### src/rtl/plt_pkg.sv
// Shared types and constants for the packed line table lookup unit.
`timescale 1ns / 1ps

package plt_pkg;

  localparam int WORD_BITS        = 32;
  localparam int MAX_VARINT_BYTES = (WORD_BITS + 6) / 7;
  localparam int IDX_W            = $clog2(MAX_VARINT_BYTES);
  localparam int EXT_W            = WORD_BITS + 32;
  localparam int GROUP_BITS       = 7;

  localparam logic [7:0] GROUP_MASK = 8'h7f;
  localparam logic [7:0] MORE_FLAG  = 8'h80;
  localparam logic [IDX_W-1:0] LAST_IDX = IDX_W'(MAX_VARINT_BYTES - 1);

  typedef struct packed {
    logic [7:0]  map_byte;
    logic        byte_present;
    logic [31:0] query_pc;
    logic        first_item;
    logic        last_item;
  } plt_item_t;

  typedef struct packed {
    logic [WORD_BITS-1:0] pc_hold;
    logic [WORD_BITS-1:0] position_sum;
    logic [WORD_BITS-1:0] line_sum;
    logic [WORD_BITS-1:0] varint_value;
    logic [IDX_W-1:0]     byte_index;
    logic                 second_of_pair;
    logic                 line_frozen;
  } plt_state_t;

  typedef struct packed {
    logic [31:0] line_number;
    logic        pair_cut_short;
  } plt_result_t;

endpackage

### src/rtl/plt_step.sv
// Per-byte varint decode and position/line accumulation, purely combinational.
`timescale 1ns / 1ps

module plt_step
  import plt_pkg::*;
(
  input  plt_item_t   item,
  input  plt_state_t  state,
  output plt_state_t  state_nxt,
  output plt_result_t result
);

  plt_state_t           base;
  logic [EXT_W-1:0]     pc_ext;
  logic [EXT_W-1:0]     group_ext;
  logic [WORD_BITS-1:0] value_or;
  logic [WORD_BITS-1:0] pos_add;
  logic [WORD_BITS-1:0] line_add;
  logic                 done;
  logic [31:0]          line_trim;
  logic [EXT_W-1:0]     line_ext;

  always_comb begin
    pc_ext    = {{(EXT_W-32){1'b0}}, item.query_pc};
    base      = state;
    if (item.first_item) begin
      base         = '0;
      base.pc_hold = pc_ext[WORD_BITS-1:0];
    end

    // 7*idx stays below WORD_BITS for every legal index
    group_ext = {{(EXT_W-8){1'b0}}, item.map_byte & GROUP_MASK}
                << (GROUP_BITS * int'(base.byte_index));
    value_or  = base.varint_value | group_ext[WORD_BITS-1:0];
    done      = ((item.map_byte & MORE_FLAG) == 8'h00) || (base.byte_index == LAST_IDX);
    pos_add   = base.position_sum + value_or;
    line_add  = base.line_sum + value_or;

    state_nxt = base;
    if (item.byte_present && !base.line_frozen) begin
      if (!done) begin
        state_nxt.varint_value = value_or;
        state_nxt.byte_index   = base.byte_index + IDX_W'(1);
      end else begin
        state_nxt.varint_value = '0;
        state_nxt.byte_index   = '0;
        if (!base.second_of_pair) begin
          state_nxt.position_sum   = pos_add;
          state_nxt.second_of_pair = 1'b1;
          if (base.pc_hold < pos_add) begin
            state_nxt.line_frozen = 1'b1;
          end
        end else begin
          state_nxt.line_sum       = line_add;
          state_nxt.second_of_pair = 1'b0;
        end
      end
    end

    line_ext  = {{(EXT_W-WORD_BITS){1'b0}}, state_nxt.line_sum};
    line_trim = line_ext[31:0];
    result.line_number    = line_trim;
    result.pair_cut_short = !state_nxt.line_frozen &&
                            (state_nxt.second_of_pair || (state_nxt.byte_index != '0));
  end

endmodule

### src/rtl/packed_line_table_lookup_unit.sv
// Top level of the packed line table lookup unit: input stage, query state and result register.
`timescale 1ns / 1ps

// Packed line table lookup. Feed the bytes of a packed line map one beat at a time;
// the first beat of a query carries first_item and the query pc, the final beat
// carries tlast. Each byte adds seven bits to an unsigned LEB128 varint (ending on
// a clear bit 7 or after the fifth byte); varints pair up as position delta and
// line delta, and once the running position passes the query pc the line is
// frozen. The tlast beat yields one result beat with the line number and a flag
// that is set when an unfrozen query stopped inside an unfinished pair. A beat
// without a byte (byte_present low) only moves the query along; first and last on
// such a beat is an empty query and gives line 0. Throughput is one byte per
// cycle while no tlast beat waits on a held result: the beat sits in the input
// register while the state loop (one shift-and-OR, one 32-bit add and one
// compare) updates the query state. The result is registered into the output
// register as the tlast beat leaves the input register, and result valid rises
// with it. The output register frees the input side, so new bytes keep flowing
// while a result waits to be taken; only the next tlast beat waits in the input
// register until the held result has gone.

module packed_line_table_lookup_unit
  import plt_pkg::*;
(
  input  logic        clk,
  input  logic        rst_n,
  input  logic        in_tvalid,
  output logic        in_tready,
  input  logic [39:0] in_tdata,   // [7:0] map_byte, [39:8] query_pc
  input  logic [1:0]  in_tuser,   // [0] byte_present, [1] first_item
  input  logic        in_tlast,   // last_item
  output logic        out_tvalid,
  input  logic        out_tready,
  output logic [31:0] out_tdata,  // [31:0] line_number
  output logic [0:0]  out_tuser   // [0] pair_cut_short
);

  // input stage
  logic        s1_valid_r;
  plt_item_t   s1_item_r;
  // query state
  plt_state_t  state_r;
  plt_state_t  state_nxt;
  plt_result_t result;
  // result register
  logic        out_valid_r;
  plt_result_t out_r;

  logic s1_adv;
  logic in_acc;

  // A beat with no result never waits on the output side
  assign s1_adv    = s1_valid_r && (!s1_item_r.last_item || !out_valid_r || out_tready);
  assign in_tready = !s1_valid_r || s1_adv;
  assign in_acc    = in_tvalid && in_tready;

  plt_step u_step (
    .item      (s1_item_r),
    .state     (state_r),
    .state_nxt (state_nxt),
    .result    (result)
  );

  always_ff @(posedge clk) begin
    if (!rst_n) begin
      s1_valid_r <= 1'b0;
    end else if (in_tready) begin
      s1_valid_r <= in_tvalid;
    end
  end

  always_ff @(posedge clk) begin
    if (in_acc) begin
      s1_item_r.map_byte     <= in_tdata[7:0];
      s1_item_r.query_pc     <= in_tdata[39:8];
      s1_item_r.byte_present <= in_tuser[0];
      s1_item_r.first_item   <= in_tuser[1];
      s1_item_r.last_item    <= in_tlast;
    end
  end

  always_ff @(posedge clk) begin
    if (!rst_n) begin
      state_r <= '0;
    end else if (s1_adv) begin
      state_r <= state_nxt;
    end
  end

  always_ff @(posedge clk) begin
    if (!rst_n) begin
      out_valid_r <= 1'b0;
    end else if (s1_adv && s1_item_r.last_item) begin
      out_valid_r <= 1'b1;
    end else if (out_tready) begin
      out_valid_r <= 1'b0;
    end
  end

  always_ff @(posedge clk) begin
    if (s1_adv && s1_item_r.last_item) begin
      out_r <= result;
    end
  end

  assign out_tvalid   = out_valid_r;
  assign out_tdata    = out_r.line_number;
  assign out_tuser[0] = out_r.pair_cut_short;

  // a held result is never overwritten by a new one
  a_no_overrun: assert property (@(posedge clk) disable iff (!rst_n)
    out_valid_r && !out_tready |-> !(s1_adv && s1_item_r.last_item))
    else $error("result register overwritten while stalled");

  // varint byte index never passes the last byte index
  a_idx_range: assert property (@(posedge clk) disable iff (!rst_n)
    state_r.byte_index <= LAST_IDX)
    else $error("varint byte index out of range");

  // a frozen line stays put until a new query starts
  a_frozen_hold: assert property (@(posedge clk) disable iff (!rst_n)
    state_r.line_frozen && !(s1_adv && s1_item_r.first_item)
    |=> $stable(state_r.line_sum) && state_r.line_frozen)
    else $error("frozen line changed");

  // a stalled input stage blocks new beats
  a_stall_blocks: assert property (@(posedge clk) disable iff (!rst_n)
    s1_valid_r && !s1_adv |-> !in_tready)
    else $error("input accepted while stage stalled");

endmodule
### config.mk
export PLATFORM = sky130hd
export DESIGN_NAME = packed_line_table_lookup_unit
export DESIGN_NICKNAME = d
export VERILOG_FILES = /design/src/rtl/plt_pkg.sv /design/src/rtl/plt_step.sv /design/src/rtl/packed_line_table_lookup_unit.sv
export SDC_FILE = /design/constraint.sdc
export NUM_CORES = 1
export LEC_CHECK = 0
export ABC_AREA = 1
export BUFFER_PORTS_ARGS = -buffer_cell sky130_fd_sc_hd__clkbuf_2
export CORE_ASPECT_RATIO = 2
export CORE_MARGIN = 5
export CORE_UTILIZATION = 30
export DETAILED_ROUTE_END_ITERATION = 8
export PLACE_DENSITY = 0.45
export RECOVER_POWER = 50
export SLEW_MARGIN = 40
export SYNTH_ARGS = -nofsm -noshare
export SYNTH_HDL_FRONTEND = slang
export SYNTH_HIERARCHICAL = 1
export SYNTH_SLANG_ARGS = --single-unit
### constraint.sdc
create_clock -name clk -period 4.25 [get_ports clk]
set_input_delay 0.425 -clock clk [delete_from_list [all_inputs] [get_ports clk]]
set_output_delay 0.425 -clock clk [all_outputs]
set_load 0.03 [all_outputs]
# After elaboration in Yosys (flattened, before gate mapping)
# Cells that the tools add are included.
[totals]
register_bits = 211
input_bits = 47
out_inout_bits = 35
elab_cells = 54
[op_classes]
n_addsub = 3
mul = 1
order_cmp = 1
n_eq_ne = 1
shifts = 1
muxes = 12
n_bitwise = 1
reduce_logical = 18
[op_table]
columns = ["cell", "count"]
rows = [
  ["$mux 133", 1],
  ["$mux 101", 1],
  ["$add 32x32->32", 2],
  ["$mux 32", 2],
  ["$mux 64", 1],
  ["$mux 35", 1],
  ["$lt 32x32->1", 1],
  ["$or 32x32->32", 1],
  ["$shl 7x32->32", 1],
  ["$logic_not 8->1", 1],
  ["$mul 3x3->6 const A", 1],
  ["$logic_and 1x1->1", 5],
  ["$logic_not 1->1", 5],
  ["$logic_or 1x1->1", 5],
  ["$mux 1", 5],
  ["$add 3x1->3 const B", 1],
  ["$eq 3x3->1 const B", 1],
  ["$reduce_bool 3->1", 1],
  ["$mux 2", 1],
  ["$reduce_bool 2->1", 1],
]

# Depth between registers and ports, before layout
# Gate-level depths: netlist (run 1).
[depth]
word_depth = 13
mapped_depth = 33
depth_no_buf = 33

# Hierarchy
# Netlist (run 1), hierarchy kept.
[by_module_without_submodules]
columns = ["mod", "n_inst", "cells_per_inst", "area_each_um2", "seq_area_each_um2"]
rows = [
  ["packed_line_table_lookup_unit", 1, 963, 8303.0, 4984.8],
  ["plt_step", 1, 1413, 7239.4, 0.0],
]

# Least setup slack after synthesis (run 1)
# Ideal clock, no wire load.
[synth_path]
path_kind = "reg-to-reg"
start = "reg s1_item_r[1] (netlist bit)"
end = "reg state_r[0] (netlist bit)"
setup_ns = 0.115
t_arrival_ns = 3.944
t_required_ns = 4.135
slack_ns = 0.191
stages_incl_launch_ff = 29
path_buffers = 2
period_less_slack_ns = 4.059
path_cell_list = "edfxtp_1 -> inv_2 -> clkbuf_1 -> clkbuf_1 -> o2bb2ai_1 -> ha_1 -> inv_1 -> fa_1 -> nand3b_1 -> nand2_1 -> a21oi_2 -> o21ai_1 -> nand3_1 -> nor2_1 -> nor2_1 -> nand2_1 -> nand2_1 -> ha_1 -> nand2_1 -> o21ai_0 -> a21o_1 -> a21oi_1 -> o21a_1 -> nand2_1 -> nand2_1 -> inv_1 -> nand3_1 -> nand2_1 -> nor2_1"
[synth_rtl]
columns = ["element", "line", "source"]
rows = [
  ["start: declaration", "packed_line_table_lookup_unit.sv:39", "plt_item_t s1_item_r;"],
  ["end signal: assignment", "packed_line_table_lookup_unit.sv:85", "state_r <= state_nxt;"],
  ["end: declaration", "packed_line_table_lookup_unit.sv:41", "plt_state_t state_r;"],
]

==> results of run 1 <==
[sequential cells by signal (all words and copies together), names as in the netlist]
| register | flops |
|---|---|
| out_tdata | 32 |
| out_tuser | 1 |
| out_tvalid | 1 |
| s1_item_r | 43 |
| s1_valid_r | 1 |
| state_r | 133 |
[what timing repair did]
action,in CTS,in global routing
hold endpoints to repair,16,0
gates cloned,2,0
gates resized for setup,80,91
setup buffers,1,5
hold buffers,16,0
setup endpoints to repair,2,2
pin swaps,8,37
[worst max path at each step]
stage	from	to	slack, ns
global route	s1_item_r[1]	state_r[0]	-0.20
CTS	s1_item_r[1]	state_r[0]	0.003
detailed placement	s1_item_r[1]	state_r[0]	-0.63
floorplan	s1_item_r[1]	state_r[0]	0.19
global placement	s1_item_r[1]	state_r[0]	-0.65
finish	s1_item_r[1]	state_r[0]	0.08
[cell type report]
cell class                      instances  area [um^2]  area share [%]
Clock inverter                         14          160           0.809
Inverter                              339         1280            6.47
Tap cell                              660          826            4.17
Clock buffer                           30          644            3.25
Timing Repair Buffer                  357         2650            13.4
Sequential cell                       211         4990            25.2
Multi-Input combinational cell       1679         9260            46.8
[routing by layer]
layer	global-route usage [%]	vias to the layer above
met5	0	-
met1	18.9	7481
met3	1.82	147
li1	-	8092
met4	15.4	0
met2	43.5	297
[logic make-up (layout without fill, tap and decap cells)]
group,count (synthesis),count (layout),share of synthesized area (%)
flops,211,211,32.1
compound gates,441,441,15.6
buf+inv,486,740,13.6
simple gates,1111,1111,29.1
xor+xnor,30,30,1.69
fa+ha+maj,97,97,7.91
[stage by stage]
stage	power, mW	setup slack [ns]
after floorplan	3.08	0.191
after global routing	6.19	-0.202
final	5.87	0.0752
after CTS	5.92	0.00322
after detailed placement	3.60	-0.632
after global placement	3.59	-0.652
[cells in the mapped netlist, drive strengths merged, types with 3 or more instances]
cell type / n / area (um^2)
o21ai: 104 / 524
o22ai: 22 / 138
nor2: 323 / 1250
a211oi: 3 / 27.5
nand2: 572 / 2160
nand3b: 6 / 45.0
a21oi: 258 / 1290
nor3: 20 / 100
a21boi: 7 / 52.6
edfxtp: 76 / 2280
dfxtp: 135 / 2700
o221ai: 4 / 35.0
nand3: 173 / 871
a21o: 9 / 67.6
xor2: 23 / 201
buf: 112 / 703
clkbuf: 35 / 131
o2bb2ai: 21 / 184
o21bai: 4 / 37.5
nand4: 10 / 62.6
inv: 339 / 1270
o21a: 6 / 45.0
ha: 95 / 1190
xnor2: 7 / 61.3
nor4: 4 / 25.0
[power by group through the flow]
stage	Clock, mW	Sequential, mW	Combinational (mW)
after floorplan	0	2.31	0.774
after global placement	0	2.31	1.27
after detailed placement	0	2.32	1.29
after CTS	2.29	2.28	1.36
after global routing	2.34	2.29	1.56
final	2.19	2.28	1.40
[worst max-delay path, cell delays in order, from the launching register on]
cell	delay, ns
edfxtp_1	0.44
buf_4	0.18
buf_12	0.16
nor2_1	0.39
ha_1	0.33
buf_4	0.16
a21oi_1	0.22
o21ai_0	0.19
a21oi_2	0.24
o21ai_0	0.13
o21ai_1	0.18
nand2_2	0.13
ha_1	0.29
nand2_1	0.06
o21ai_1	0.18
a21o_1	0.15
a21oi_2	0.05
o21a_1	0.17
nand2_2	0.06
nand2_2	0.06
inv_2	0.05
nand3_2	0.07
nand2_2	0.08
nor2_1	0.05
==> summary.md, run 1 <==
| Metric | Value |
|---|---|
| Pwr/cell area | `296 nW/um^2` |
| Maximum vdd ir drop | `0.000296 V` |
| Dpl cell area | `18000 um^2` |
| Vias in the first global route | `16174` |
| Crit. End Element | `flip-flop` |
| Clock power frac | `between 30% and 40%` |
| WHS Path Cells | `1` |
| # rows | `118` |
| CTS Buf Count | `24` |
| Pre-antenna DRT Iters | `5` |
| Clock transition at path regs | `0.06 ns` |
| Leading cell type in the layout, fill and taps excluded | `nand2_1` |
| Largest net degree at the start of global routing | `142` |
| Dominant register cell in the synthesized netlist | `dfxtp_1` |
| Final HPWL DP | `48300 um` |
| Yosys warnings | `6` |
| Post-synth ARST share | `0%` |
| Tcrit/Tclk final | `98.2%` |
| Fin Setup TNS | `0 ns` |
| Core ar. | `about 52000 um^2` |
| Seq/Total Area, Yosys | `32.1%` |
| Gate power share | `23.9%` |
| Routed metal-1 wire length | `19900 um` |
| Internal power | `~4 mW` |
| Worst slew pin tran | `2.30 ns` |
| Status | `complete, but fails checks` |
| Detailed-route via count | `16017` |
| Sw frac | `between 30% and 40%` |
| Seq pwr share | `38.8%` |
| R2r startpoint | `s1_item_r[1]` |
| Clock latency at the later pin of the worst-skew pair | `0.56 ns` |
| Relative slew slack | `-53.2%` |
| Ant diodes | `0` |
| Initial Util | `30.2%` |
| Iteration-0 DRC count of the detailed router | `699` |
| Die area | `56700 um^2` |
| GR Util All Layers | `21.5%` |
| Placed Cells | `approximately 3200` |
| Hold Startpoint | `in_tdata[17]` |
| Crit-path max FO | `38` |
| Synthesized area | `15500 um^2` |
| GP Congestion | `0.963` |
| Syn Nets | `~2500` |
| Htree depth | `1` |
| FF-to-FF setup slack | `0.08 ns` |
| # port buffers | `81` |
| Startpoint types | `flip-flop` |
| Met3 WL | `1550 um` |
| Layout fillers | `about 5600` |
| Drt wl/cell | `18.9 um` |
| Gr ovfl total | `0` |
| Root Buffer Master | `clkbuf_16` |
| Synth Instances | `2376` |
| Worst Path Required | `4.70 ns` |
| Detail Route Antenna Nets | `0` |
| Final setup fails | `0` |
| EDFF count, synth | `76` |
| Total net switching power | `1.84 mW` |
| Crit Path Class | `flip-flop to flip-flop` |
| CTS tree | `yes` |
| Violated checks | `max-capacitance violations, max-slew violations` |
| Leak pwr | `between 9 and 10 nW` |
| Fin cells | `3290` |
| Most frequent cells in the layout | `nand2_1 (544), inv_1 (319), nor2_1 (310), buf_4 (245), a21oi_1 (240)` |
| FMAX | `240 MHz` |
| Initial antenna violation count | `0` |
| Met2 routed WL | `35300 um` |
| Reg-to-reg critical path endpoint | `state_r[0]` |
| Max-cap viol count | `2` |
| Tmin final | `about 4.2 ns` |
| Die Height | `332 um` |
| Hold slack final | `0.0417 ns` |
| First-pass GRT wire length | `93500 um` |
| Util after Layout | `38.4%` |
| Arr. time, crit path | `between 4 and 5 ns` |
| Area delta synth->final | `27.4%` |
| Top sig layer | `met4` |
| HP Class | `input port to flip-flop` |
| Routed vias/inst | `4.87` |
| Yosys reg bits | `211` |
| Design area | `around 20000 um^2` |
| Syn Area/Cell | `6.54 um^2` |
| Total Wirelength | `62200 um` |
| Hold Violations, Final | `0` |
| CTS Buffer Depth | `3` |
| Die width | `171 um` |
| DR DRC count | `0` |
| Cells on worst reg2reg path | `23` |
| Hold Crit Endpoint | `s1_item_r[11]` |
| Layout Nets | `approximately 2800` |
| Sink Count | `between 200 and 250` |
| Slew Viols, Final | `78` |
| RSZ-0062 raised after global routing | `true` |
| Fraction of layout cells with a size suffix above 1 | `18.9%` |
| Number of I/O pins | `82` |
| Cell variety after synth | `47` |
| Setup Skew | `0.0140 ns` |
No activity file was read; power rests on OpenSTA's default activity.
==> run 2, diff against run 1 <==
--- a/config.mk
+++ b/config.mk
@@ -16,5 +16,4 @@
 export SLEW_MARGIN = 40
 export SYNTH_ARGS = -nofsm -noshare
 export SYNTH_HDL_FRONTEND = slang
-export SYNTH_HIERARCHICAL = 1
 export SYNTH_SLANG_ARGS = --single-unit
==> summary.md, run 2 <==
| Metric | Value |
|---|---|
| Cell variety after synth | `46 (was 47)` |
| Syn Nets | `2409 (was 2520)` |
| Setup Skew | `0.0176 ns (was 0.0140 ns)` |
| Tcrit/Tclk final | `95.6% (was 98.2%)` |
| Sequential Area | `4980 um^2 (was 4990 um^2)` |
| CTS Buffer Depth | `3 (unchanged)` |
| Leading cell type in the layout, fill and taps excluded | `nand2_1 (unchanged)` |
| Hold slack final | `0.0522 ns (was 0.0417 ns)` |
| Area of the multi-input gates | `8420 um^2 (was 9260 um^2)` |
| Total Wirelength | `47400 um (was 62200 um)` |
| Initial antenna violation count | `2 (was 0)` |
| Number of I/O pins | `82 (unchanged)` |
| Iteration-0 DRC count of the detailed router | `867 (was 699)` |
| Fraction of layout cells with a size suffix above 1 | `12.1% (was 18.9%)` |
| Initial Util | `30.1% (was 30.2%)` |
| Synth Instances | `2266 (was 2376)` |
| Die width | `167 um (was 171 um)` |
| FMAX | `246 MHz (was 240 MHz)` |
| Arr. time, crit path | `4.36 ns (was 4.63 ns)` |
| Area leader, netlist | `dfxtp_1 (unchanged)` |
| Relative slew slack | `-46.2% (was -53.2%)` |
| HP Class | `input port to flip-flop (unchanged)` |
| # port buffers | `81 (unchanged)` |
| Detailed-route via count | `14187 (was 16017)` |
| Commonest cells post-synth | `nand2_1 (693), inv_1 (385), a21oi_1 (239) (was nand2_1 (569), inv_1 (331), nor2_1 (320))` |
| Die area | `53900 um^2 (was 56700 um^2)` |
| DR DRC count | `0 (unchanged)` |
| Clock latency at the later pin of the worst-skew pair | `0.55 ns (was 0.56 ns)` |
| Crit. End Element | `flip-flop (unchanged)` |
| R2r startpoint | `s1_item_r[1] (unchanged)` |
| Slew Viols, Final | `203 (was 78)` |
| Critical Path Start | `s1_item_r[1] (unchanged)` |
| CP max-delay cell | `edfxtp_1 (unchanged)` |
| CTS tree | `yes (unchanged)` |
| Final setup fails | `0 (unchanged)` |
| Clock transition at path regs | `0.06 ns (about the same)` |
| Crit-path max FO | `6 (was 38)` |
| Gr ovfl total | `0 (unchanged)` |
| Layout fillers | `5471 (was 5607)` |
| Ant diodes | `0 (unchanged)` |
| GP Congestion | `0.915 (was 0.963)` |
| Pwr/cell area | `299 nW/um^2 (was 296 nW/um^2)` |
| Max reg flops | `133 (unchanged)` |
| Root Buffer Master | `clkbuf_16 (unchanged)` |
| Top reg by flops | `state_r (unchanged)` |
| Worst Path Required | `4.54 ns (was 4.70 ns)` |
| Largest net degree at the start of global routing | `97 (was 142)` |
| Pre-antenna DRT Iters | `6 (was 5)` |
| # rows | `115 (was 118)` |
| Yosys reg bits | `211 (unchanged)` |
| Placed Cells | `3002 (was 3222)` |
| Routed vias/inst | `4.64 (was 4.87)` |
| Synthesized area | `14700 um^2 (was 15500 um^2)` |
| Crit Path Class | `flip-flop to flip-flop (unchanged)` |
| Most frequent cells in the layout | `nand2_1 (676), inv_1 (380), a21oi_1 (231), o21ai_0 (144), dfxtp_1 (135) (was nand2_1 (544), inv_1 (319), nor2_1 (310), buf_4 (245), a21oi_1 (240))` |
| Fin cells | `3057 (was 3290)` |
| Post-synth ARST share | `0% (unchanged)` |
| Sink Count | `211 (unchanged)` |
| Vias in the first global route | `13181 (was 16174)` |
| Dominant register cell in the synthesized netlist | `dfxtp_1 (unchanged)` |
| Worst slew pin tran | `2.18 ns (was 2.30 ns)` |
| Die Height | `323 um (was 332 um)` |
| Tmin final | `4.06 ns (was 4.17 ns)` |
| Status | `complete, but fails checks (unchanged)` |
| Violated checks | `max-capacitance violations, max-slew violations (unchanged)` |
| CTS Buf Count | `23 (was 24)` |
| Drt wl/cell | `15.5 um (was 18.9 um)` |
| Htree depth | `1 (unchanged)` |
| First-pass GRT wire length | `73500 um (was 93500 um)` |
| Max-cap viol count | `4 (was 2)` |
| Core ar. | `48900 um^2 (was 51500 um^2)` |
| Leak pwr | `8.36 nW (was 9.03 nW)` |
| Synth top area share | `18.3% (was 17.4%)` |
| Maximum vdd ir drop | `0.000310 V (was 0.000296 V)` |
| Detail Route Antenna Nets | `0 (unchanged)` |
| Startpoint types | `flip-flop (unchanged)` |
| Final HPWL DP | `36100 um (was 48300 um)` |
| Crit path largest cell delay | `0.36 ns (was 0.44 ns)` |
| Power Total | `5.28 mW (was 5.87 mW)` |
| CP most frequent cell | `nand2_1 (was nand2_2)` |
| GR Util All Layers | `17.0% (was 21.5%)` |
| Count leader, synth | `nand2_1 (unchanged)` |
| Seq/Total Area, Yosys | `33.8% (was 32.1%)` |
| Layout Nets | `2540 (was 2756)` |
| Hold Startpoint | `in_tdata[6] (was in_tdata[17])` |
| Hold Violations, Final | `0 (unchanged)` |
| Yosys warnings | `0 (was 6)` |
| Syn Area/Cell | `6.50 um^2 (was 6.54 um^2)` |
| Area delta synth->final | `20.0% (was 27.4%)` |
| Synth area leaders | `dfxtp_1 (18%), nand2_1 (18%), edfxtp_1 (15%), inv_1 (9.8%), a21oi_1 (8.1%) (was dfxtp_1 (17%), edfxtp_1 (15%), nand2_1 (14%), a21oi_1 (8.3%), inv_1 (8.0%))` |
| EDFF count, synth | `76 (unchanged)` |
==> run 2: cell count changes after synthesis, moves of 39 or more <==
cell	before	now
nor2_1	320	143
nand2_1	569	693
o21ai_0	72	146
inv_1	331	385
nand3_1	172	124
buf_2	52	13
==> run 2: worst paths after layout <==
check / endpoint / slack [ns] / cells after the start
min: s1_item_r[41] / 0.05 / 1
max: out_tuser / 0.19 / 28
max reg2reg: out_tuser / 0.19 / 28
min reg2reg: state_r[109] / 0.45 / 2
==> run 2: stage by stage <==
step | worst slack, ns | setup TNS, ns | utilization, % | area [um^2]
after floorplan | 0.444 | 0 | - | 14700
final | 0.186 | 0 | 36.1 | 17700
after CTS | 0.000467 | 0 | 35.1 | 17200
after detailed placement | -0.257 | -0.424 | 33.3 | 16300
after global placement | -0.166 | -0.290 | 33.3 | 16300
after global routing | -0.0258 | -0.0339 | 36.1 | 17700
==> run 2: metal layers <==
metal | share of wire [%] | wire length, um | track usage [%] | vias to the layer above
li1 | - | - | - | 7511
met5 | 0 | 0 | 0 | -
met3 | 3.2 | 1510 | 1.76 | 45
met1 | 46 | 21800 | 22.0 | 6391
met4 | 2.0 | 926 | 4.31 | 0
met2 | 49 | 23200 | 30.4 | 240
==> run 2: cell type report <==
class	instances	share of cell area [%]
Multi-Input combinational cell	1582	47.6
Sequential cell	211	28.2
Inverter	390	8.32
Timing Repair Buffer	189	6.63
Tap cell	643	4.55
Clock buffer	26	3.32
Clock inverter	16	1.35
==> run 2: logic make-up (layout without fill, tap and decap cells) <==
kind of cell             after synthesis  count (layout)  share of synthesized area (%)
AND/OR/NAND/NOR                     1007            1007                           27.7
buffers and inverters                473             621                           12.5
AO/OA/AOI/OAI                        457             457                           16.5
flip-flops                           211             211                           33.8
adder cells (fa/ha/maj)               96              96                           8.26
XOR/XNOR                              22              22                           1.31
==> run 2: where the power goes <==
group | total, mW | switching, mW | internal [mW]
Combinational | 0.816 | 0.533 | 0.283
Clock | 2.24 | 0.882 | 1.36
Sequential | 2.22 | 0.0329 | 2.19
==> run 2: repair_timing <==
item                       in CTS  in global routing
hold buffers                    0                  0
gates cloned                    0                  1
setup endpoints to repair       2                  2
gates resized for setup        11                101
pin swaps                       0                 13
buffers inserted                0                 12
==> run 2: critical path: cells and delay by family, from the launching register on <==
| family | cells | cell delay (ns) |
|---|---|---|
| flops | 1 | 0.36 |
| xor+xnor | 1 | 0.15 |
| compound gates | 4 | 0.52 |
| fa+ha+maj | 2 | 0.50 |
| simple gates | 11 | 1.18 |
| buf+inv | 10 | 1.11 |
